## src/hw/rtl/cts_pkg.sv

```systemverilog
// shared widths, constants and the pipeline item type of the series cosine
`default_nettype none

package cts_pkg;

    localparam int ANGLE_W   = 32;
    localparam int COS_W     = 32;
    localparam int FRAC_W    = 44;
    localparam int SQ_W      = 2 * ANGLE_W;
    localparam int SQ_SHIFT  = 56 - FRAC_W;
    localparam int Y_W       = 51;
    localparam int MAG_W     = 56;
    localparam int Y_LO_W    = 26;
    localparam int Y_HI_W    = Y_W - Y_LO_W;
    localparam int MAG_LO_W  = 28;
    localparam int MAG_HI_W  = MAG_W - MAG_LO_W;
    localparam int PROD_W    = Y_W + MAG_W;
    localparam int SUM_W     = PROD_W + 1;
    localparam int DIG_W     = 21;
    localparam int N_W       = 3 * DIG_W;
    localparam int REM_W     = 10;
    localparam int V_W       = DIG_W + REM_W;
    localparam int RECIP_W   = V_W + 2;
    localparam int PRODV_W   = V_W + RECIP_W;

    localparam logic [MAG_W-1:0] ONE_MAG = MAG_W'(1) << FRAC_W;
    localparam logic [N_W-1:0]   ONE_N   = N_W'(1) << FRAC_W;
    localparam logic [COS_W-1:0] MAX_POS = {1'b0, {(COS_W-1){1'b1}}};
    localparam logic [COS_W-1:0] MIN_NEG = {1'b1, {(COS_W-1){1'b0}}};

    typedef struct packed {
        logic             neg;
        logic [MAG_W-1:0] mag;
        logic [Y_W-1:0]   y;
    } term_t;

endpackage

`default_nettype wire

```

## src/hw/rtl/cts_square.sv

```systemverilog
// front end: angle magnitude, exact square and rounding of x squared
`default_nettype none

module cts_square (
    input  logic                        clk,
    input  logic                        rst_n,
    input  logic                        en,
    input  logic                        angle_valid,
    input  logic [cts_pkg::ANGLE_W-1:0] angle,
    output cts_pkg::term_t              term,
    output logic                        term_valid
);

    logic [1:0]                     vld_reg;
    logic [cts_pkg::ANGLE_W-1:0]    ux_next;
    logic [cts_pkg::SQ_W-1:0]       sq_next;
    logic [cts_pkg::SQ_W-1:0]       sq_reg;
    logic [cts_pkg::SQ_W-1:0]       rnd_next;
    cts_pkg::term_t                 term_next;
    cts_pkg::term_t                 term_reg;

    always_comb
    begin
        ux_next = angle[cts_pkg::ANGLE_W-1] ? (~angle + 1'b1) : angle;
        sq_next = cts_pkg::SQ_W'(ux_next) * cts_pkg::SQ_W'(ux_next);
    end

    always_comb
    begin
        rnd_next       = sq_reg + (cts_pkg::SQ_W'(1) << (cts_pkg::SQ_SHIFT - 1));
        term_next.neg  = 1'b0;
        term_next.mag  = cts_pkg::ONE_MAG;
        term_next.y    = rnd_next[cts_pkg::SQ_SHIFT +: cts_pkg::Y_W];
    end

    always_ff @(posedge clk or negedge rst_n)
    begin
        if (!rst_n)
        begin
            vld_reg <= '0;
        end
        else if (en)
        begin
            vld_reg <= {vld_reg[0], angle_valid};
        end
    end

    always_ff @(posedge clk)
    begin
        if (en)
        begin
            sq_reg   <= sq_next;
            term_reg <= term_next;
        end
    end

    assign term       = term_reg;
    assign term_valid = vld_reg[1];

endmodule

`default_nettype wire

```

## config.mk

```make
export PLATFORM = sky130hd
export DESIGN_NAME = cts_square
export DESIGN_NICKNAME = d
export VERILOG_FILES = /design/src/hw/rtl/cts_pkg.sv /design/src/hw/rtl/cts_square.sv
export SDC_FILE = /design/constraint.sdc
export NUM_CORES = 2
export LEC_CHECK = 0
export ABC_AREA = 1
export BUFFER_PORTS_ARGS = -buffer_cell sky130_fd_sc_hd__buf_4
export CAP_MARGIN = 20
export CORE_AREA = 2 2 285 287
export DETAILED_ROUTE_END_ITERATION = 10
export DIE_AREA = 0 0 287 289
export GPL_ROUTABILITY_DRIVEN = 1
export GPL_TIMING_DRIVEN = 0
export PLACE_DENSITY = 0.61
export SLEW_MARGIN = 15
export SYNTH_ARGS = -nofsm -noshare
export SYNTH_HDL_FRONTEND = slang
export SYNTH_SLANG_ARGS = --single-unit
```

## constraint.sdc

```tcl
create_clock -name clk -period 1.85 [get_ports clk]
set_input_delay 0.0925 -clock clk [delete_from_list [all_inputs] [get_ports clk]]
set_output_delay 0.0925 -clock clk [all_outputs]
set_load 0.02 [all_outputs]
```

### Word level (Yosys, flattened, before mapping)

Cells that the tools add are included.

* register bits: 116
* bits in latches: 0
* bits in writable memories: 0
* ROM bits: 0
* input port bits: 36
* output and inout bits: 109
* logic and storage cells: 8
* memories: 0

* add/subtract/negate cells: 2
* multiply operators: 1
* div/mod/pow operators: 0
* magnitude comparators: 0
* equal/unequal tests: 0
* shift operators: 0
* muxes and demuxes: 1
* bitwise logic cells: 1
* reductions and logical operators: 0

Operator list (number)
* $add 63x12->63 const B: 1
* $mul 32x32->63: 1
* $add 32x1->32 const B: 1
* $mux 32: 1
* $not 32->32: 1

### Depth between registers and ports, before layout

* word-level depth: 4
* gate-level depth with buffers: 44
* depth with buffers taken out: 41

### Least setup slack after synthesis

No wires, ideal clock.

* path type: in2reg
* from: input port angle[0] (netlist name)
* to: register sq_reg[56] (netlist name), data pin
* setup time: 0.259 ns
* arrival: 7.520 ns
* data required time: 1.591 ns
* path slack: -5.929 ns
* cell stages on the path: 39
* path buffers: 3
* cells stage by stage: buf_2 -> inv_1 -> clkbuf_1 -> ha_1 -> nand3_2 -> nor2_2 -> inv_1 -> nor3_1 -> xor2_1 -> nand2_1 -> nand2_1 -> inv_1 -> clkbuf_1 -> nand2_1 -> fa_1 -> inv_1 -> fa_1 -> inv_1 -> [... 3 more ...] -> fa_1 -> inv_1 -> fa_1 -> inv_1 -> fa_1 -> fa_1 -> ha_1 -> nand2_1 -> nor2_1 -> inv_1 -> nor2_1 -> inv_1 -> nor4_1 -> nand2_1 -> nand2_1 -> nand3_1 -> nand2_1 -> xor2_1

* cells in the longest elaborated chain, start to end: 4

RTL lines
* start: declaration: RTL line cts_square.sv:9 `input logic [cts_pkg::ANGLE_W-1:0] angle,`
* $not 32->32: RTL line cts_square.sv:24 `ux_next = angle[cts_pkg::ANGLE_W-1] ? (~angle + 1'b1) : angle;`
* $add 32x1->32: RTL line cts_square.sv:24
* $mux 32 (*): RTL line cts_square.sv:24
* $mul 32x32->63 (*): RTL line cts_square.sv:25 `sq_next = cts_pkg::SQ_W'(ux_next) * cts_pkg::SQ_W'(ux_next);`
* named net sq_next (one bit): RTL line cts_square.sv:16 `logic [cts_pkg::SQ_W-1:0] sq_next;`
* end signal: assignment: RTL line cts_square.sv:52 `sq_reg <= sq_next;`
* end: declaration: RTL line cts_square.sv:17 `logic [cts_pkg::SQ_W-1:0] sq_reg;`

The timed path passes the listed nets; every way through them passes the cells marked *.
A chain may end at the register's enable or synchronous reset.

### Worst setup path after layout

* from: input port angle[0] (netlist name)
* to: register sq_reg[54] (netlist name), data pin

The elaborated chain is that of the path after synthesis.

==> metrics.cfg <==
[clock_tree]
clk_pin_slew_ps = 70
cts_max_path_buffers = 2
cts_tree = yes
clock_latency_ps = 350
cts_buffers = 9
htree_levels = 3
cts_sinks = 105
root_buffer = clkbuf_16

[global_route]
antenna_found_initial = 0
grt_pass1_vias = 30290
grt_use_total_pct = 29.89
grt-ovfl-total = 0
grt_start_max_net_pins = 108
grt_pass1_wl_mm = 182.5

[synth]
syn_inst = 4124
post_synth_num_cell_types = 56
synth_ff_type = edfxtp_1
ys_ff_latch = 105
ys_seq_area_share_pct = 8.815
yosys_warnings = 0
synthArstFlopShare_pct = 1.905
syn_area_um2 = 35650
synth_edf_count = 103
avgSynthCellArea_um2 = 8.646

[status]
violations = negative setup slack
status = complete, but fails checks

[timing]
worst_slew_pin_slew_ps = 1005
fin_ws_ps = -5843
setup_violations = 69
fin_crit_ps = 7693
grt_setup_unrepaired = true
hold_viol = 0
maxSlewViolCount = 0
timing.slew.headroom_pct = 33.03
max_freq_mhz = 130.0
finalCritPeriodShare_pct = 415.8
fin_skew_ps = 5.213

[routing]
ant_nets = 0
drc_errors = 0
drt_first_pass_iters = 5
totalWireLength_mm = 120.6
num_vias = 28585
vias_per_cell = 5.123
wl_per_cell_um = 21.61
first_iter_violations = 2272

[worst_setup_path]
max_stage_delay_ps = 670
cp_common_cell = fa_1
crit_path_max_fanout = 5
cp.required_ps = 1950
crit_type = input pin to flop
start_kind = input pin
cp.arrival_ps = 7790
endpoint_kind = flop
critPathSlowestCell = fa_2

[placed_design]
place_congestion = 1.043
dp_hpwl_mm = 97.90
pre_cts_ws_ps = -7673
portBuffers = 87

[layout]
drive_gt1_share_pct = 26.80
fin_util_pct = 55.69
fillers = 7228
syn_to_final_growth_pct = 24.80
largest_reg_flops = 52
nets = 5622

[die]
die_h_um = 289
num_io_pins = 145
core_um2 = 79900
rows = 104
start_util_pct = 44.63
die_x_um = 287
dieArea_um2 = 82940

[run]
max-cap-violations = 0

[min_path]
hold_path_class = input pin to async pin

## routing by layer
layer / share of wire, % / track usage (%) / vias up
li1: - / - / 12665
met1: 40 / 40.56 / 14441
met2: 45 / 47.42 / 1215
met3: 8.7 / 5.079 / 264
met4: 5.6 / 13.01 / 0
met5: 0 / 0 / -
## cell families (layout without fill, tap and decap cells)
family / count (synthesis) / count (layout) / synth area share (%)
AO/OA/AOI/OAI: 231 / 231 / 3.664
XOR/XNOR: 116 / 116 / 2.965
adder cells (fa/ha/maj): 1072 / 1072 / 54.40
buffers and inverters: 1357 / 1672 / 15.22
flip-flops: 105 / 105 / 8.815
other: 2 / 83 / 0.02106
AND/OR/NAND/NOR: 1241 / 1241 / 14.91
## cell usage after synthesis (5+ instances only)
| library cell | instances | area share (%) |
|---|---|---|
| a21oi_1 | 106 | 1.5 |
| and3_1 | 7 | 0.12 |
| buf_2 | 42 | 0.59 |
| buf_4 | 66 | 1.4 |
| clkbuf_1 | 22 | 0.23 |
| edfxtp_1 | 103 | 8.7 |
| fa_1 | 797 | 45 |
| ha_1 | 275 | 9.7 |
| inv_1 | 1169 | 12 |
| inv_2 | 48 | 0.51 |
| nand2_1 | 569 | 6.0 |
| nand2_2 | 16 | 0.28 |
| nand3_1 | 78 | 1.1 |
| nand4_1 | 27 | 0.47 |
| nor2_1 | 422 | 4.4 |
| nor2_2 | 29 | 0.51 |
| nor2_4 | 19 | 0.60 |
| nor3_1 | 33 | 0.46 |
| nor3_2 | 6 | 0.17 |
| nor4_1 | 14 | 0.25 |
| o21a_1 | 5 | 0.11 |
| o21ai_0 | 71 | 1.0 |
| o21bai_1 | 21 | 0.44 |
| xnor2_1 | 25 | 0.61 |
| xor2_1 | 87 | 2.1 |
## cells in the final DEF (no fill, tap or decap), drive strengths merged, types with 3 or more instances in the layout
| cell | Yosys | final |
|---|---|---|
| a21boi | 5 | 5 |
| a21o | 3 | 3 |
| a21oi | 108 | 108 |
| a31o | 4 | 4 |
| and3 | 7 | 7 |
| buf | 116 | 414 |
| clkbuf | 22 | 30 |
| clkinv | 1 | 5 |
| conb | 2 | 82 |
| edfxtp | 103 | 103 |
| fa | 797 | 797 |
| ha | 275 | 275 |
| inv | 1218 | 1216 |
| nand2 | 587 | 587 |
| nand3 | 82 | 82 |
| nand3b | 3 | 3 |
| nand4 | 27 | 27 |
| nor2 | 470 | 470 |
| nor3 | 41 | 41 |
| nor4 | 15 | 15 |
| o21a | 5 | 5 |
| o21ai | 79 | 79 |
| o21bai | 21 | 21 |
| or2 | 6 | 6 |
| xnor2 | 26 | 26 |
| xor2 | 90 | 90 |
## per-stage QoR
step	hold slack, ps	TNS (ps)	area, µm²	std cells
detailed placement	-119.9	-365190	38630	5351
global route	81.52	-305260	44490	5579
global placement	-122.9	-365080	38620	5351
floorplan	-203.1	-266610	36640	4204
finish	76.81	-293020	44500	5580
CTS	63.34	-289750	42860	5506
## final timing paths
| kind | startpoint | end | slack (ps) | depth (start not counted) |
|---|---|---|---|---|
| setup / recovery | angle[0] | sq_reg[54]$_DFFE_PP_ | -5840 | 38 |
| hold / removal | rst_n | vld_reg[1]$_DFFE_PN0P_ | 80 | 2 |
| setup reg to reg | sq_reg[11]$_DFFE_PP_ | term[43]$_DFFE_PP_ | -250 | 12 |
| hold reg to reg | vld_reg[0]$_DFFE_PN0P_ | vld_reg[1]$_DFFE_PN0P_ | 510 | 2 |
| max in group asynchronous | rst_n | vld_reg[0]$_DFFE_PN0P_ | 1690 | 2 |
| min in group clk | en | vld_reg[1]$_DFFE_PN0P_ | 300 | 3 |
## timing repair
action	in CTS	in global routing
pin swaps	183	156
buffers inserted	135	74
gates cloned	2	0
hold buffers	2	0
hold endpoints to repair	3	0
gates resized for setup	748	269
setup endpoints to repair	77	80
## layout make-up
type	count	area (µm²)	area share, %
clock buffer	11	252.7	0.5680
buffer	138	1483	3.332
clock inverter	5	63.81	0.1434
sequential	105	3143	7.064
timing repair buffer	299	2664	5.987
tap	1060	1326	2.981
antenna	1	2.502	0.005624
inverter	1219	4737	10.65
multi-input combinational	2742	30820	69.27
## worst max-delay path: cells and delay by family
family	cells	cell delay, ps
fa+ha+maj	10	4650
compound gates	2	330
simple gates	15	1560
buf+inv	11	1110
Power is left out: the tool's default activity adds up to more than one toggle a clock period on the data nets, which glitch-free logic cannot reach.
