**src/hw/rtl/cts_pkg.sv**
```systemverilog
// shared widths, constants and the pipeline item type of the series cosine
`default_nettype none

package cts_pkg;

    localparam int ANGLE_W   = 32;
    localparam int COS_W     = 32;
    localparam int FRAC_W    = 44;
    localparam int SQ_W      = 2 * ANGLE_W;
    localparam int SQ_SHIFT  = 56 - FRAC_W;
    localparam int Y_W       = 51;
    localparam int MAG_W     = 56;
    localparam int Y_LO_W    = 26;
    localparam int Y_HI_W    = Y_W - Y_LO_W;
    localparam int MAG_LO_W  = 28;
    localparam int MAG_HI_W  = MAG_W - MAG_LO_W;
    localparam int PROD_W    = Y_W + MAG_W;
    localparam int SUM_W     = PROD_W + 1;
    localparam int DIG_W     = 21;
    localparam int N_W       = 3 * DIG_W;
    localparam int REM_W     = 10;
    localparam int V_W       = DIG_W + REM_W;
    localparam int RECIP_W   = V_W + 2;
    localparam int PRODV_W   = V_W + RECIP_W;

    localparam logic [MAG_W-1:0] ONE_MAG = MAG_W'(1) << FRAC_W;
    localparam logic [N_W-1:0]   ONE_N   = N_W'(1) << FRAC_W;
    localparam logic [COS_W-1:0] MAX_POS = {1'b0, {(COS_W-1){1'b1}}};
    localparam logic [COS_W-1:0] MIN_NEG = {1'b1, {(COS_W-1){1'b0}}};

    typedef struct packed {
        logic             neg;
        logic [MAG_W-1:0] mag;
        logic [Y_W-1:0]   y;
    } term_t;

endpackage

`default_nettype wire

```
**src/hw/rtl/cts_round.sv**
```systemverilog
// final rounding, saturation and output register with skid slot
`default_nettype none

module cts_round #(
    parameter int OUT_FRAC_BITS = 30
) (
    input  logic                      clk,
    input  logic                      rst_n,
    input  cts_pkg::term_t            term,
    input  logic                      term_valid,
    output logic                      pipe_en,
    output logic [cts_pkg::COS_W-1:0] cosine,
    output logic                      cosine_valid,
    input  logic                      cosine_ready
);

    localparam int RSH   = cts_pkg::FRAC_W - OUT_FRAC_BITS;
    localparam int RND_W = cts_pkg::MAG_W + 1;

    logic [RND_W-1:0]         rnd;
    logic [RND_W-1:0]         mr;
    logic [cts_pkg::COS_W-1:0] cos_next;
    logic                      take;
    logic                      out_valid_reg;
    logic [cts_pkg::COS_W-1:0] out_reg;
    logic                      skid_valid_reg;
    logic [cts_pkg::COS_W-1:0] skid_reg;

    always_comb
    begin
        rnd = RND_W'(term.mag) + (RND_W'(1) << (RSH - 1));
        mr  = rnd >> RSH;
        if (term.neg)
        begin
            if (mr > RND_W'(cts_pkg::MIN_NEG))
                cos_next = cts_pkg::MIN_NEG;
            else
                cos_next = ~mr[cts_pkg::COS_W-1:0] + 1'b1;
        end
        else
        begin
            if (mr > RND_W'(cts_pkg::MAX_POS))
                cos_next = cts_pkg::MAX_POS;
            else
                cos_next = mr[cts_pkg::COS_W-1:0];
        end
    end

    assign take    = !out_valid_reg || cosine_ready;
    assign pipe_en = !skid_valid_reg;

    always_ff @(posedge clk or negedge rst_n)
    begin
        if (!rst_n)
        begin
            out_valid_reg  <= 1'b0;
            skid_valid_reg <= 1'b0;
        end
        else if (take)
        begin
            if (skid_valid_reg)
            begin
                out_valid_reg  <= 1'b1;
                skid_valid_reg <= 1'b0;
            end
            else
            begin
                out_valid_reg <= term_valid;
            end
        end
        else if (term_valid && pipe_en)
        begin
            skid_valid_reg <= 1'b1;
        end
    end

    always_ff @(posedge clk)
    begin
        if (take)
        begin
            out_reg <= skid_valid_reg ? skid_reg : cos_next;
        end
        else if (term_valid && pipe_en)
        begin
            skid_reg <= cos_next;
        end
    end

    assign cosine       = out_reg;
    assign cosine_valid = out_valid_reg;

endmodule

`default_nettype wire
```
**config.mk**
```make
export PLATFORM = sky130hd
export DESIGN_NAME = cts_round
export DESIGN_NICKNAME = d
export VERILOG_FILES = /design/src/hw/rtl/cts_pkg.sv /design/src/hw/rtl/cts_round.sv
export SDC_FILE = /design/constraint.sdc
export NUM_CORES = 1
export LEC_CHECK = 0
export BUFFER_PORTS_ARGS = -buffer_cell sky130_fd_sc_hd__clkbuf_2
export CAP_MARGIN = 20
export CORE_MARGIN = 2
export CORE_UTILIZATION = 30
export DETAILED_ROUTE_END_ITERATION = 8
export SLEW_MARGIN = 40
export SYNTH_ARGS = -nofsm -noshare
export SYNTH_HDL_FRONTEND = slang
export SYNTH_SLANG_ARGS = --single-unit
```
**constraint.sdc**
```tcl
create_clock -name clk -period 4.6 [get_ports clk]
set_clock_uncertainty 0.2 [all_clocks]
set_input_delay 0.69 -clock clk [delete_from_list [all_inputs] [get_ports clk]]
set_output_delay 0.69 -clock clk [all_outputs]
set_load 0.01 [all_outputs]
```
Word level (Yosys, flattened, before mapping)
Cells that the tools add are included.

Add/subtract/negate cells: 2. Magnitude comparators: 2. Mux-type cells: 7. Bitwise logic cells: 2. Reduce and logical (&&, ||, !) cells: 6.

Operator list (count): 2-to-1 mux 32 bit (4); adder 56 x 14 -> 57 bit (second input constant) (1); greater-than comparator 43 x 31 -> 1 bit (second input constant) (1); greater-than comparator 43 x 32 -> 1 bit (second input constant) (1); adder 32 x 1 -> 32 bit (second input constant) (1); NOT 32 bit (1); 2-to-1 mux 1 bit (3); zero test 1 bit (2); AND reduction 2 bit (1); nonzero test 2 bit (1); logical AND 1 bit (1); logical OR 1 bit (1); NOT 1 bit (1).

Register bits after elaboration: 66. Input bits: 112. Output and inout bits: 34. Word-level logic and storage cells: 23.

Logic depth before layout (Yosys ltp)
Gate-level depths: netlist of the first run.

Depth after elaboration: 6. Mapped depth: 13. Depth with buffers taken out: 12.

Worst setup path after synthesis of the first run
No wires, ideal clock.

Path kind: input to register. Start: input cosine_ready. End: register skid_reg[0] (netlist name) (enable). Data arrival time: 3997 ps. Setup slack: -65 ps. Stages: 2. Path buffers: 0. Cells stage by stage: nand2b_1 > nor3b_1.

Cells in the longest elaborated chain, start to end: 3.

RTL lines: start: declaration (line cts_round.sv:14) `input logic cosine_ready`; logical OR 1 bit (line cts_round.sv:49) `assign take = !out_valid_reg || cosine_ready;`; NOT 1 bit (no source line); AND reduction 2 bit (no source line); end signal: assignment (line cts_round.sv:85) `skid_reg <= cos_next;`; end: declaration (line cts_round.sv:27) `logic [cts_pkg::COS_W-1:0] skid_reg;`.

No other way between the ends. A chain may end at the register's enable or synchronous reset.

Worst setup path in the final report of the first run
Start: input term[64] (netlist name). End: register out_reg, in the netlist cosine[1] (data pin).

Cells in the longest elaborated chain, start to end: 6. Elaborated cells on any way between the ends: 9. Those cells by class: add/sub (2); order compare (2); mux (4); bitwise (1).

RTL lines: start: declaration (line cts_round.sv:9) `input cts_pkg::term_t term,`; adder 56 x 14 -> 57 bit (*) (line cts_round.sv:31) `rnd = RND_W'(term.mag) + (RND_W'(1) << (RSH - 1));`; NOT 32 bit (line cts_round.sv:38) `cos_next = ~mr[cts_pkg::COS_W-1:0] + 1'b1;`; adder 32 x 1 -> 32 bit (line cts_round.sv:38); 2-to-1 mux 32 bit (line cts_round.sv:35) `if (mr > RND_W'(cts_pkg::MIN_NEG))`; 2-to-1 mux 32 bit (*) (line cts_round.sv:33) `if (term.neg)`; 2-to-1 mux 32 bit (*) (line cts_round.sv:81) `out_reg <= skid_valid_reg ? skid_reg : cos_next;`; end signal: assignment (line cts_round.sv:81); end: declaration (line cts_round.sv:25) `logic [cts_pkg::COS_W-1:0] out_reg;`.

Mark *: on every way between the ends. The rest lies on a longest branch, timed or not.

==> results of run 1 <==
## cells in the mapped netlist, drive strengths merged, types with 3 or more instances
library cell | instances | area (sq um)
and3 | 10 | 62.6
nand4 | 20 | 138
a221o | 4 | 40.0
nand2b | 5 | 31.3
a22oi | 3 | 22.5
a21oi | 28 | 140
and4 | 8 | 70.1
inv | 10 | 37.5
nor3 | 13 | 65.1
o21ai | 19 | 98.9
or4 | 8 | 60.1
a31oi | 6 | 37.5
or2 | 4 | 25.0
and2 | 7 | 46.3
buf | 19 | 114
edfxtp | 64 | 1920
nand3b | 4 | 30.0
a32o | 3 | 30.0
a21o | 7 | 52.6
nand2 | 76 | 285
mux2i | 5 | 50.1
o31a | 4 | 35.0
a21boi | 11 | 82.6
a221oi | 4 | 35.0
nor2b | 3 | 18.8
a2111oi | 4 | 41.3
or3 | 12 | 75.1
nor4 | 25 | 211
o21a | 3 | 22.5
nor4b | 6 | 58.8
clkbuf | 22 | 82.6
xnor2 | 23 | 201
ha | 3 | 37.5
mux2 | 9 | 101
nor2 | 42 | 165
a211oi | 3 | 22.5
nand3 | 40 | 205
xor2 | 11 | 96.3
o31ai | 18 | 145
a311oi | 4 | 35.0
## path summary, 6_finish.rpt
kind,startpoint,to,depth (start not counted)
setup / recovery,term[64],cosine[1],12
hold / removal,skid_reg[27],cosine[27],2
setup reg to reg,skid_valid_reg,cosine[12],5
hold reg to reg,skid_reg[27],cosine[27],2
max in group asynchronous,rst_n,cosine_valid,2
min in group asynchronous,rst_n,skid_valid_reg,2
## cell type report
class,count,area share (%)
Sequential cell,66,30.0
Clock buffer,9,3.43
Tap cell,225,4.29
Multi-Input combinational cell,480,47.8
Inverter,10,0.572
Timing Repair Buffer,132,12.4
Clock inverter,7,1.41
## critical path, stage by stage
cell and delay [ns]:
sky130_fd_sc_hd__clkbuf_2 0.15, sky130_fd_sc_hd__ha_1 0.18, sky130_fd_sc_hd__nand3_1 0.11, sky130_fd_sc_hd__or4_1 0.66, sky130_fd_sc_hd__buf_4 0.22, sky130_fd_sc_hd__nor4_1 0.25
sky130_fd_sc_hd__mux2i_1 0.12, sky130_fd_sc_hd__a211oi_1 0.48, sky130_fd_sc_hd__and2_1 0.32, sky130_fd_sc_hd__and3_1 0.41, sky130_fd_sc_hd__nand2_1 0.14, sky130_fd_sc_hd__a221o_1 0.35
## timing repair
item	in CTS	in global routing
hold buffers	1	0
endpoints found under the hold margin	2	0
gates resized for setup	0	0
## logic make-up after synthesis
kind of cell / Yosys count
buf+inv: 51
xor+xnor: 34
compound gates: 139
flops: 66
mux: 14
fa+ha+maj: 3
simple gates: 290
## power breakdown
part           total [uW]  internal, uW  leakage (uW)  switching (uW)
registers             726           715      0.000640            10.7
logic                 326           124       0.00156             202
clock network         736           473      0.000149             263
total                1790          1310       0.00235             475
## through the flow
| stage | util [%] | area (sq um) |
|---|---|---|
| after floorplan | - | 5330 |
| after global placement | 35.9 | 6230 |
| after detailed placement | 35.9 | 6240 |
| after CTS | 37.8 | 6570 |
| after global routing | 37.8 | 6570 |
| final | 37.8 | 6570 |
## metal layers
metal,vias up,part of all wire (%),track usage (%)
met2,150,44,25.0
li1,2506,-,-
met3,9,4.8,2.02
met4,0,1.1,4.52
met5,-,0,0
met1,2297,50,25.6
==> out/qor.txt, run 1 <==
Transition time of the tightest slew-check pin - 0.740 ns
Initial standard-cell utilization of the core - 30.7%
Class of the worst hold path - reg -> reg
Summed instance area of the synthesized netlist - 5330 sq um
Pre-CTS setup slack - 0.0676 ns
ANT cells - 0
Highest-count cells in the layout ignoring fill and taps - 81 x sky130_fd_sc_hd__clkbuf_2, 76 x sky130_fd_sc_hd__nand2_1, 64 x sky130_fd_sc_hd__edfxtp_1, 48 x sky130_fd_sc_hd__buf_4, 41 x sky130_fd_sc_hd__nor2_1
Total Die Area - 18,800 sq um
Peak clock frequency supported by timing - 236 MHz
Total wire length after detailed routing - 15,600 um
Combined flip-flop and latch cell area - 1970 sq um
Synthesis warning total - 0
Area used by multi-input combinational logic - 3140 sq um
Post-CTS repair timing setup buffer count - 0
Maximum number of pins on one net before global-route repair - 50
Count of input and output buffers - 81
Total of fill cells in the finished design - 1,779
Largest voltage drop on the vdd net - 0.157 mV
Largest family of logic cells by synthesized area - simple AND/OR/NAND/NOR gates
Number of nets in the layout - 814
Mean instance size in the synthesized netlist - 8.92 sq um
Number of enable flip-flop cells after synthesis - 64
CTS tree - built
First-pass GRT wire length - 24,500 um
Crit path DAT - 4.10 ns
Final weighted congestion in routability-driven placement - 0.890
Clock tree buffer depth - 2
IO Pins - 146
Clock period minus final worst setup slack - 4.23 ns
Fin worst setup slack - 0.368 ns
Clock latency at the later pin of the worst-skew pair - 0.33 ns
Maximum fanout along the worst path - 7
Seq/Total Area, Yosys - 37.0%
Final-layout worst hold slack - 0.331 ns
Leading cell type in the layout, fill and taps excluded - sky130_fd_sc_hd__clkbuf_2
DRC Markers - 0
Most frequently used flop master after synthesis - sky130_fd_sc_hd__edfxtp_1
Placement Rows - 48
Max-cap viol count - 0
Post-Route Setup TNS - 0 ns
Total power density per cell area - 272 nW/um^2
Hold Fails Final Rpt - 0
Normalized max-slew margin - 50.6%
Total number of H-tree levels - 3
Outcome - finished, final reports clean
Core footprint - 17,400 sq um
Pre-antenna DRT Iters - 5
Total leakage power - 0.00235 uW
Initial antenna violation count - 0
Share of cell area taken by muxes after synthesis - 2.84%
Final total power - 1790 uW
Synth Area in Adders - 0.705%
Routed vias/inst - 5.34
Xor-xnor portion of the synthesized cell area - 5.59%
Master cell of the clock root buffer - sky130_fd_sc_hd__clkbuf_16
Worst setup SP type - input port
Fraction of layout instances using a drive strength above 1 - 25.6%
Final-report setup violation count - 0
Worst setup path category - in -> reg
Via count of the routed design - 4,962
Synth Area in Compound Gates - 19.2%
Number of standard cells after synthesis - 597
Number of register bits inferred by synthesis - 66
Avg WL per Cell - 16.8 um
Async S/R FF share, synth - 3.03%
Non-filler cells, final - 929
Layout overhead on the synthesized area - 23.2%
Number of instances in the placed design - 912
Slack of the worst reg-to-reg path - 2.30 ns
All-layer global routing usage - 16.8%
Remaining number of nets flagged by the antenna check after routing - 0
Yosys cell types - 74
Total clock sinks - 66
Width of the die - 137 um
Final Slew Violations - 0
Violation count after the first detailed-route iteration - 456
Area share of and/or/nand/nor cells after synthesis - 30.2%
Worst path required time - 4.47 ns
Vias in the first global route - 4,409
Total clock buffers created by CTS - 9
Net count of the mapped netlist - 712
Die Span Y - 137 um
DP HPWL - 11,900 um
Final clock period utilization by the worst path - 92.0%
Global route total overflow - 0
Unrepaired setup endpoints after global routing - no
Clk slew on worst S/H paths - 0.06 ns
Worst Setup End Kind - flop
No activity file was read; power rests on OpenSTA's default activity.
==> run 2: changes to the inputs <==
--- a/config.mk
+++ b/config.mk
@@ -7,9 +7,10 @@
 export LEC_CHECK = 0
 export BUFFER_PORTS_ARGS = -buffer_cell sky130_fd_sc_hd__clkbuf_2
 export CAP_MARGIN = 20
-export CORE_MARGIN = 2
 export CORE_UTILIZATION = 30
 export DETAILED_ROUTE_END_ITERATION = 8
+export HOLD_SLACK_MARGIN = 0.08
+export PLACE_DENSITY = 0.53
 export SLEW_MARGIN = 40
 export SYNTH_ARGS = -nofsm -noshare
 export SYNTH_HDL_FRONTEND = slang
==> run 2 against run 1 <==
Against the previous run:
- utilization increased by 0.60 points
- cell count increased by 1.5%
- total power increased by 0.56%
- setup slack got worse by 0.016 ns
- global-route usage increased by 2.1 points
- register-to-register slack got worse by 0.16 ns
- count of clock-buffer cells in the layout unchanged
==> out/qor.txt, run 2 (synthesis results as in run 1) <==
Outcome - finished, final reports clean
Pre-antenna DRT Iters - 4
Initial antenna violation count - 0
Clock tree buffer depth - 2
Fin worst setup slack - 0.352 ns
Global route total overflow - 0
Final Slew Violations - 0
Final clock period utilization by the worst path - 92.3%
Core footprint - 17,300 sq um
Total number of H-tree levels - 3
Reg-to-reg critical path startpoint - skid_valid_reg
Critical path's top delay family - simple AND/OR/NAND/NOR gates
Class of the worst hold path - reg -> reg
Total wire length after detailed routing - 16,700 um
Crit path DAT - 4.13 ns
Total clock sinks - 66
Unrepaired setup endpoints after global routing - no
Violation count after the first detailed-route iteration - 384
Total power density per cell area - 271 nW/um^2
DP HPWL - 12,900 um
Number of nets in the layout - 828
Final-report setup violation count - 0
First-pass GRT wire length - 26,700 um
Vias in the first global route - 4,851
Clock latency at the later pin of the worst-skew pair - 0.34 ns
ANT cells - 0
DRC Markers - 0
Launch instance of the worst min-delay path - skid_reg[2]
Via count of the routed design - 5,136
Post-Route Setup TNS - 0 ns
Clk slew on worst S/H paths - 0.06 ns
Peak clock frequency supported by timing - 235 MHz
Slowest stage cell on the critical path - sky130_fd_sc_hd__or4_1
Total leakage power - 0.00241 uW
Max-cap viol count - 0
Critical Path, Cell by Cell - clkbuf_2 > ha_1 > nand3_1 > buf_4 > nor4_1 > xnor2_1 > nand4_1 > or4_1 > nor4b_1 > buf_4 > mux2i_1 > a21o_1 > mux2_2
Highest-count cells in the layout ignoring fill and taps - 81 x sky130_fd_sc_hd__clkbuf_2, 76 x sky130_fd_sc_hd__nand2_1, 64 x sky130_fd_sc_hd__edfxtp_1, 64 x sky130_fd_sc_hd__buf_4, 41 x sky130_fd_sc_hd__nor2_1
Largest voltage drop on the vdd net - 0.132 mV
Maximum fanout along the worst path - 6
Initial standard-cell utilization of the core - 30.8%
Worst setup SP type - input port
Fraction of layout instances using a drive strength above 1 - 27.2%
Worst setup path category - in -> reg
Cell seen most often among critical-path stages - sky130_fd_sc_hd__buf_4
CP Buf/Inv Count - 3
Routed vias/inst - 5.45
Placement Rows - 48
Clock period minus final worst setup slack - 4.25 ns
Clock group share of total power - 41.0%
Total clock buffers created by CTS - 9
Resized Gates After CTS - 0
Number of stages on the worst hold path - 2
Worst Setup End Kind - flop
Crit path largest cell delay - 0.61 ns
Pre-CTS setup slack - 0.0455 ns
Transition time of the tightest slew-check pin - 0.763 ns
Width of the die - 135 um
Remaining number of nets flagged by the antenna check after routing - 0
Share of power burned in combinational logic - 18.6%
Internal power - 1310 uW
Leading cell type in the layout, fill and taps excluded - sky130_fd_sc_hd__clkbuf_2
Slack of the worst reg-to-reg path - 2.14 ns
Maximum number of pins on one net before global-route repair - 50
Switching part of the total - 26.9%
Terminus of the critical flop-to-flop path - cosine[12]
Hold Fails Final Rpt - 0
CTS tree - built
Worst path required time - 4.48 ns
Net switching component of the power - 483 uW
Master cell of the clock root buffer - sky130_fd_sc_hd__clkbuf_16
Count of input and output buffers - 81
Layout overhead on the synthesized area - 24.8%
Depth of the worst register-to-register path - 5
Sequential power share - 40.4%
Normalized max-slew margin - 49.1%
Total Die Area - 18,300 sq um
Final weighted congestion in routability-driven placement - 0.843
IO Pins - 146
Die Span Y - 135 um
End point of the worst hold path - cosine[2]
All-layer global routing usage - 18.9%
Avg WL per Cell - 17.7 um
-- run 2: changes by cell type in the layout (fill, tap and decap cells not counted) --
cell / delta
sky130_fd_sc_hd__clkinv_4: +1
sky130_fd_sc_hd__clkinv_1: -1
sky130_fd_sc_hd__buf_12: -2
sky130_fd_sc_hd__inv_6: -1
sky130_fd_sc_hd__clkinv_2: +1
sky130_fd_sc_hd__buf_4: +16
-- run 2: area by class of cell --
class                   count  area [sq um]
flip-flops and latches     66          1970
inverters                  10          37.5
well taps                 225           282
multi-input cells         480          3140
clock inverters             7          93.8
fillers                  1788         10700
clock buffers               9           225
repair buffers            146           896
-- run 2: worst max path at each step --
stage	start	to	cells past startpoint
2_1_floorplan	term[64]	cosine[3]	12
3_3_place_gp	term[64]	cosine[21]	14
3_5_place_dp	term[64]	cosine[21]	14
4_1_cts	term[64]	cosine[12]	12
5_1_grt	term[64]	cosine[21]	14
6_report	term[64]	cosine[23]	13
-- run 2: metrics by stage --
step	area, sq um	utilization [%]	hold slack, ns	std cells	total power (uW)
CTS	6640	38.4	0.329	943	1810
global route	6650	38.4	0.353	943	1870
detailed placement	6310	36.5	0.282	926	1070
finish	6650	38.4	0.327	943	1800
floorplan	5330	-	0.194	597	930
global placement	6310	36.5	0.280	926	1070
-- run 2: worst register-to-register path, cell delays in order, from the launching register on --
cell,delay [ns]
sky130_fd_sc_hd__dfrtp_1,0.32
sky130_fd_sc_hd__buf_4,0.40
sky130_fd_sc_hd__inv_1,0.49
sky130_fd_sc_hd__nand2_1,0.31
sky130_fd_sc_hd__a21oi_1,0.06
sky130_fd_sc_hd__a311oi_1,0.43
-- run 2: what timing repair did --
| action | 4_1_cts | 5_1_grt |
|---|---|---|
| setup endpoints to repair | 0 | 0 |
| endpoints found under the hold margin | 2 | 0 |
| hold buffers | 1 | 0 |
| buffers inserted | 0 | 0 |
-- run 2: power by group through the flow --
stage | Combinational [uW] | Clock [uW] | Sequential (uW)
after floorplan | 175 | 0 | 755
after global placement | 327 | 0 | 738
after detailed placement | 333 | 0 | 739
after CTS | 336 | 750 | 727
after global routing | 367 | 772 | 731
final | 335 | 737 | 726
-- run 2: per-layer routing --
| metal | wire (um) | GRT usage, % | vias to the layer above |
|---|---|---|---|
| li1 | - | - | 2539 |
| met1 | 7980 | 26.8 | 2420 |
| met2 | 7620 | 30.1 | 160 |
| met3 | 838 | 1.95 | 17 |
| met4 | 285 | 5.74 | 0 |
| met5 | 0 | 0 | - |
==> run 3: changes to the inputs <==
--- a/config.mk
+++ b/config.mk
@@ -10,7 +10,7 @@
 export CORE_UTILIZATION = 30
 export DETAILED_ROUTE_END_ITERATION = 8
 export HOLD_SLACK_MARGIN = 0.08
-export PLACE_DENSITY = 0.53
+export PLACE_DENSITY = 0.58
 export SLEW_MARGIN = 40
 export SYNTH_ARGS = -nofsm -noshare
 export SYNTH_HDL_FRONTEND = slang
==> run 3 against run 2 <==
Against the previous run:
- register-to-register slack improved by 0.05 ns
- count of clock-buffer cells in the layout rose by 1
- highest routed layer unchanged
- worst hold slack improved by 0.0025 ns
- non-clock buffer count fell by 6
- largest power group is now registers
- via count fell by 1.3%
==> out/qor.txt, run 3 (synthesis results as in run 1) <==
Count of input and output buffers - 81
Clock latency at the later pin of the worst-skew pair - 0.33 ns
Total clock sinks - 66
Final clock period utilization by the worst path - 90.8%
Worst Setup End Kind - flop
Avg WL per Cell - 16.9 um
Master cell of the clock root buffer - sky130_fd_sc_hd__clkbuf_16
ANT cells - 0
Leading cell type in the layout, fill and taps excluded - sky130_fd_sc_hd__clkbuf_2
Clock group share of total power - 38.8%
Number of instances in the placed design - 920
Outcome - finished, final reports clean
Crit path largest cell delay - 0.62 ns
Normalized max-slew margin - 47.7%
Worst setup path category - in -> reg
Final-report setup violation count - 0
Fraction of layout instances using a drive strength above 1 - 26.1%
Final Slew Violations - 0
Violation count after the first detailed-route iteration - 369
Clock tree buffer depth - 2
Remaining number of nets flagged by the antenna check after routing - 0
Core footprint - 17,300 sq um
Number of stages on the worst hold path - 2
Largest voltage drop on the vdd net - 0.158 mV
Internal power - 1260 uW
Highest-count cells in the layout ignoring fill and taps - 81 x sky130_fd_sc_hd__clkbuf_2, 76 x sky130_fd_sc_hd__nand2_1, 64 x sky130_fd_sc_hd__edfxtp_1, 57 x sky130_fd_sc_hd__buf_4, 41 x sky130_fd_sc_hd__nor2_1
Worst setup SP type - input port
IO Pins - 146
Initial antenna violation count - 0
Routed vias/inst - 5.41
Max-cap viol count - 0
Peak clock frequency supported by timing - 239 MHz
Clk slew on worst S/H paths - 0.06 ns
Via count of the routed design - 5,068
Post-Route Setup TNS - 0 ns
Maximum number of pins on one net before global-route repair - 50
Post-CTS repair timing setup buffer count - 0
Total number of H-tree levels - 3
Vias in the first global route - 4,548
DRC Markers - 0
Total leakage power - 0.00236 uW
Depth of the worst register-to-register path - 5
Total wire length after detailed routing - 15,800 um
DP HPWL - 12,100 um
Slowest stage cell on the critical path - sky130_fd_sc_hd__or4_1
Pre-antenna DRT Iters - 5
Number of nets in the layout - 822
Share of power burned in combinational logic - 19.2%
Total clock buffers created by CTS - 9
Non-filler cells, final - 937
Initial standard-cell utilization of the core - 30.8%
Total power density per cell area - 263 nW/um^2
CTS tree - built
Class of the worst hold path - reg -> reg
Transition time of the tightest slew-check pin - 0.783 ns
Unrepaired setup endpoints after global routing - no
All-layer global routing usage - 17.5%
Hold Fails Final Rpt - 0
Total Die Area - 18,300 sq um
Global route total overflow - 0
Slack of the worst reg-to-reg path - 2.19 ns
Worst path required time - 4.44 ns
Crit path DAT - 4.02 ns
Total of fill cells in the finished design - 1,807
First-pass GRT wire length - 24,900 um
Placement Rows - 48
Layout overhead on the synthesized area - 23.5%
Sequential power share - 42.0%
Die Span Y - 135 um
Switching part of the total - 27.2%
Cell seen most often among critical-path stages - sky130_fd_sc_hd__buf_4
Critical Path, Cell by Cell - clkbuf_2 > ha_1 > nand3_1 > or4_1 > buf_4 > nor4_1 > mux2i_1 > a211oi_1 > buf_4 > and4_1 > nand2_1 > a2111oi_0 > buf_4 > a221oi_1
Final weighted congestion in routability-driven placement - 0.921
Clock period minus final worst setup slack - 4.18 ns
Maximum fanout along the worst path - 6
Net switching component of the power - 471 uW
Width of the die - 135 um
Final-layout worst hold slack - 0.330 ns
==> run 3: cell types whose count changed in the layout (fill, tap and decap cells not counted) <==
cell	change
sky130_fd_sc_hd__clkbuf_1	+1
sky130_fd_sc_hd__buf_12	+1
sky130_fd_sc_hd__clkinv_1	+2
sky130_fd_sc_hd__clkinv_4	-1
sky130_fd_sc_hd__clkinv_2	-1
sky130_fd_sc_hd__bufinv_16	-1
sky130_fd_sc_hd__buf_4	-7
==> run 3: final cells by class <==
class                           instances  area (sq um)  area share (%)
Multi-Input combinational cell        480          3140            47.7
Clock buffer                           10           229            3.48
Timing Repair Buffer                  140           863            13.1
Clock inverter                          6          57.6           0.875
Tap cell                              225           282            4.28
Inverter                               10          37.5           0.570
Sequential cell                        66          1970            30.0
==> run 3: through the flow <==
step                      total power (uW)  setup slack (ns)  area, sq um  util [%]
after detailed placement              1070             0.112         6280      36.3
final                                 1730             0.423         6580      38.0
after global routing                  1800             0.153         6580      38.0
after global placement                1070             0.187         6280      36.3
after CTS                             1750             0.458         6580      38.0
after floorplan                        930             0.552         5330         -
==> run 3: metal layers <==
layer	part of all wire, %	GRT usage (%)
met5	0	0
met4	1.3	5.24
met3	6.0	2.69
met2	44	26.6
met1	48	25.4
==> run 3: final timing paths <==
| path | endpoint | from |
|---|---|---|
| max in group asynchronous | skid_valid_reg | rst_n |
| min in group asynchronous | cosine_valid | rst_n |
| min | cosine[9] | skid_reg[9] |
| max reg2reg | cosine[12] | skid_valid_reg |
| max | cosine[28] | term[64] |
| min reg2reg | cosine[9] | skid_reg[9] |
==> run 3: power by group through the flow <==
stage                     combinational (uW)  sequential (uW)  clock, uW
after floorplan                          175              755          0
after global placement                   329              739          0
after detailed placement                 331              739          0
after CTS                                333              727        685
after global routing                     363              730        704
final                                    332              726        670
==> run 3: worst max-delay path: cells and delay by family <==
kind,cells,cell delay (ns)
adder cells (fa/ha/maj),1,0.18
AO/OA/AOI/OAI,3,0.89
multiplexers,1,0.14
AND/OR/NAND/NOR,5,1.38
buffers and inverters,4,0.74
==> run 3: timing repair <==
item	4_1_cts	5_1_grt
resized for setup	0	0
hold endpoints to repair	2	0
hold buffers	1	0
